[src/rtl/bdrb_pkg.sv]
`default_nettype none

package bdrb_pkg;

  // storage geometry
  localparam int unsigned Depth = 1024;
  localparam int unsigned AddrW = $clog2(Depth);
  localparam int unsigned CntW  = $clog2(Depth + 1);

  // operation codes carried by one input beat
  typedef enum logic [1:0] {
    CMD_PUSH_TAIL = 2'd0,
    CMD_PUSH_HEAD = 2'd1,
    CMD_POP_HEAD  = 2'd2,
    CMD_POP_TAIL  = 2'd3
  } cmd_e;

  // controller states, one-hot
  typedef enum logic [2:0] {
    ST_IDLE = 3'b001,
    ST_EXEC = 3'b010,
    ST_RESP = 3'b100
  } state_e;

  // controller to datapath commands
  typedef struct packed {
    logic load;
    logic exec;
    logic resp;
  } ctrl_t;

  // slot after i, wrapping by compare against the capacity in use
  function automatic logic [AddrW-1:0] next_slot(input logic [AddrW-1:0] i,
                                                 input logic [CntW-1:0] cap);
    logic [CntW-1:0] inc;
    inc = CntW'(i) + CntW'(1);
    next_slot = (inc >= cap) ? '0 : inc[AddrW-1:0];
  endfunction

  // slot before i, wrapping to the last slot in use
  function automatic logic [AddrW-1:0] prev_slot(input logic [AddrW-1:0] i,
                                                 input logic [CntW-1:0] cap);
    logic [CntW-1:0] last;
    last = cap - CntW'(1);
    if ((i == '0) || (CntW'(i) >= cap)) begin
      prev_slot = last[AddrW-1:0];
    end else begin
      prev_slot = i - AddrW'(1);
    end
  endfunction

endpackage

`default_nettype wire

[src/rtl/bdrb_ctrl.sv]
`default_nettype none

module bdrb_ctrl (
  input  wire logic           clk_i,
  input  wire logic           rst_ni,
  input  wire logic           start,
  output logic                busy,
  output bdrb_pkg::ctrl_t     ctrl_o
);

  bdrb_pkg::state_e state_q, state_d;

  // next state: take a beat, execute, present the result
  always_comb begin
    state_d = state_q;
    unique case (state_q)
      bdrb_pkg::ST_IDLE: begin
        if (start) state_d = bdrb_pkg::ST_EXEC;
      end
      bdrb_pkg::ST_EXEC: state_d = bdrb_pkg::ST_RESP;
      bdrb_pkg::ST_RESP: state_d = bdrb_pkg::ST_IDLE;
      default:           state_d = bdrb_pkg::ST_IDLE;
    endcase
  end

  always_ff @(posedge clk_i or negedge rst_ni) begin
    if (!rst_ni) begin
      state_q <= bdrb_pkg::ST_IDLE;
    end else begin
      state_q <= state_d;
    end
  end

  // commands to the datapath
  assign busy        = (state_q != bdrb_pkg::ST_IDLE);
  assign ctrl_o.load = (state_q == bdrb_pkg::ST_IDLE) && start;
  assign ctrl_o.exec = (state_q == bdrb_pkg::ST_EXEC);
  assign ctrl_o.resp = (state_q == bdrb_pkg::ST_RESP);

endmodule

`default_nettype wire

[config.mk]
export PLATFORM = sky130hd
export DESIGN_NAME = bdrb_ctrl
export DESIGN_NICKNAME = d
export VERILOG_FILES = /design/src/rtl/bdrb_pkg.sv /design/src/rtl/bdrb_ctrl.sv
export SDC_FILE = /design/constraint.sdc
export NUM_CORES = 1
export LEC_CHECK = 0
export ABC_CLOCK_PERIOD_IN_PS = 1270
export BUFFER_PORTS_ARGS = -buffer_cell sky130_fd_sc_hd__buf_2
export CAP_MARGIN = 20
export CORE_AREA = 2 2 39 41
export DETAILED_ROUTE_END_ITERATION = 6
export DIE_AREA = 0 0 41 43
export HOLD_SLACK_MARGIN = 0.12
export SLEW_MARGIN = 15
export SYNTH_ARGS = -nofsm -noshare
export SYNTH_HDL_FRONTEND = slang
export SYNTH_SLANG_ARGS = --single-unit
[constraint.sdc]
create_clock -name clk_i -period 1.27 [get_ports clk_i]
set_input_delay 0.0635 -clock clk_i [delete_from_list [all_inputs] [get_ports clk_i]]
set_output_delay 0.0635 -clock clk_i [all_outputs]
set_load 0.01 [all_outputs]
==> impl_metrics.py <==
metrics = {
    "run_status": {
        "violations": "setup timing",
        "status": "finished, violations left",
    },
    "synth": {
        "synthXorXnorAreaFrac_pct": 0,
        "synth_top_family_by_area": "simple AND/OR/NAND/NOR gates",
        "yosys-top-cells-area": "dfrtp_1 35%, dfstp_2 18%, and4bb_2 17%",
        "syn_inst": 11,
        "synth_cell_types": 7,
        "synth.top_cell.area_share_pct": 34.78,
        "syn_avg_cell_area_um2": 13.08,
        "synth-simple-area-share_pct": 41.74,
        "synth_common_cells": "3 x nor3b_1, 2 x and4bb_2, 2 x dfrtp_1",
        "synthMostInstantiatedCell": "nor3b_1",
        "synth-main-ff-cell": "dfrtp_1",
        "ys_seq_area_share_pct": 53.04,
        "synth_top_cell_by_area": "dfrtp_1",
        "ys_ff_latch": 3,
        "synthArstFlopShare_pct": 100.0,
        "synth_compound_area_share_pct": 0,
        "ys_warn_count": 0,
        "synth_edf_count": 0,
        "synth-adder-area-share_pct": 0,
        "synthMuxAreaShare_pct": 0,
        "syn_area_um2": 143.9,
        "synth_fp_nets": 14,
    },
    "timing": {
        "slew_viol_final": 0,
        "fin_crit_ns": 1.307,
        "fin_crit_sh_pct": 102.9,
        "hold_viol": 0,
        "grt_setup_unrepaired": "yes",
        "clock_skew_ns": 0.001227,
        "slew_headroom_pct": 86.98,
        "fin_setup_tns_ns": -0.03650,
        "max_freq_mhz": 765.4,
        "finalSetupViolCount": 1,
        "worst_pin_slew_ns": 0.1948,
        "worst_slack_ns": -0.03650,
    },
    "clock_tree": {
        "path_clk_slew_ns": 0.04,
        "clock-sinks": 3,
        "cts_made_buffers": 3,
        "ctsHtreeMaxLevel": 1,
        "clockBufferDepth": 2,
        "tritoncts": "yes",
        "insertion_delay_ns": 0.23,
        "root_buffer": "clkbuf_4",
    },
    "critical_path": {
        "worstPathCellList": "or3b_1, buf_2",
        "arrival_ns": 1.24,
        "start_kind": "register",
        "path_max_fanout": 3,
        "r2r-end": "state_q[1]$_DFFE_PN0P_",
        "worstSetupStartpoint": "state_q[0]$_DFFE_PN1P_",
        "cp_slowest_stage_delay_ns": 0.52,
        "reg2regPathDepth": 2,
        "rr_startpoint": "state_q[0]$_DFFE_PN1P_",
        "crit_slowest_cell": "dfstp_2",
        "crit_required_ns": 1.21,
        "worst-path-buf-inv": 1,
        "crit_end": "busy",
        "crit_cells": 2,
        "cp-end-kind": "output pin",
        "path_delay_family": "flip-flops",
        "rrSetupSlack_ns": 0.34,
        "crit_type": "register to output pin",
    },
    "floorplan": {
        "fp-row-count": 14,
        "dieArea_um2": 1763,
        "ios": 7,
        "start_util_pct": 10.40,
        "core-area_um2": 1384,
        "die_y_um": 43,
        "die_x_um": 41,
    },
    "place": {
        "dpl.cell_count": 32,
        "pre_cts_ws_ns": 0.1749,
        "dp.final_hpwl_um": 234.9,
        "dpl_cell_area_um2": 186.4,
        "place_congestion": 0.6217,
        "io_buffers": 6,
    },
    "finish": {
        "largest_register_ff_count": 3,
        "num_antenna_cells": 0,
        "stdcell_count": 38,
        "layout-drive-gt1-share_pct": 63.64,
        "fin_area_um2": 235.2,
        "largest-register": "state_q",
        "syn2layout_area_growth_pct": 63.48,
        "reg_top3": "state_q x3",
        "final_nets": 26,
    },
    "grt": {
        "gr-usage-all-layers_pct": 5.639,
        "grt_overflow": 0,
        "grt_pass1_wl_um": 524,
        "grt_max_degree": 7,
        "antenna_found_initial": 0,
        "grt_pass1_vias": 122,
    },
    "detailed_routing": {
        "ant_nets": 0,
        "drc": 0,
        "drt_iter0_drc": 1,
        "wl_per_cell_um": 8.289,
        "dr.pass1.iters": 2,
        "num_vias": 123,
        "vias_per_cell": 3.237,
        "wirelength_um": 315,
    },
    "hold_path": {
        "hold_path_class": "primary input to asynchronous set/reset pin",
    },
    "power": {
        "worst_ir_drop_vdd_mv": 0.6393,
        "p_leak_nw": 0.1075,
        "powerDensity_nw_per_um2": 2205,
    },
    "flow_run": {
        "max_cap_violations": 0,
    },
}
report_power, final:
group | internal [W] | total [W] | switching, W | leakage (nW)
Clock | 0.000117 | 0.000163 | 0.0000451 | 0.0150
Combinational | 0.000106 | 0.000185 | 0.0000790 | 0.0553
Sequential | 0.000139 | 0.000171 | 0.0000315 | 0.0371
metal layers:
layer | global-route usage [%] | part of all wire, %
met1 | 6.818 | 57
met2 | 3.438 | 28
met3 | 7.853 | 14
met4 | 6.000 | 0
met5 | 0 | 0
worst min-delay path by stage:
stage,cells past startpoint,slack (ns),startpoint,to
2_1_floorplan,0,-0.23,rst_ni,state_q[1]$_DFFE_PN0P_
3_3_place_gp,1,-0.14,rst_ni,state_q[1]$_DFFE_PN0P_
5_1_grt,2,0.16,rst_ni,state_q[1]$_DFFE_PN0P_
6_report,2,0.16,rst_ni,state_q[1]$_DFFE_PN0P_
3_5_place_dp,1,-0.14,rst_ni,state_q[1]$_DFFE_PN0P_
4_1_cts,2,0.15,rst_ni,state_q[1]$_DFFE_PN0P_
cell type report:
class	instances	area, um^2
clock buffers	4	26.28
fillers	155	1149
multi-input cells	7	65.06
flip-flops and latches	3	76.32
well taps	16	20.02
repair buffers	8	47.55
layout by cell type, fill, tap and decap left out:
master / n
and4bb_2: 2
buf_2: 6
buf_4: 1
clkbuf_1: 1
clkbuf_4: 3
dfrtp_1: 2
dfstp_2: 1
dlygate4sd3_1: 1
nor2_1: 1
nor3b_1: 2
nor3b_2: 1
or3b_1: 1
worst register-to-register path, stage by stage (launching register included):
cell      delay (ns)
dfstp_2         0.52
buf_4           0.12
and4bb_2        0.22
timing repair:
| action | in CTS | in global routing |
|---|---|---|
| hold buffers | 1 | 0 |
| endpoints found under the setup margin | 1 | 2 |
| hold endpoints to repair | 3 | 0 |
| buffers inserted | 1 | 0 |
| gates resized for setup | 0 | 1 |
metrics by stage:
stage	power, W	util (%)	hold WS (ns)
6_report	0.0005187	17.00	0.1612
5_1_grt	0.0005757	17.00	0.1579
4_1_cts	0.0005207	16.64	0.1519
3_5_place_dp	0.0003280	13.47	-0.1358
3_3_place_gp	0.0003269	13.47	-0.1360
2_1_floorplan	0.0002780	-	-0.2321
logic make-up (layout without fill, tap and decap cells):
kind of cell / count (synthesis) / after routing
buffers and inverters: 1 / 12
flip-flops: 3 / 3
AND/OR/NAND/NOR: 7 / 7
Power figures use the tool's default switching activity.
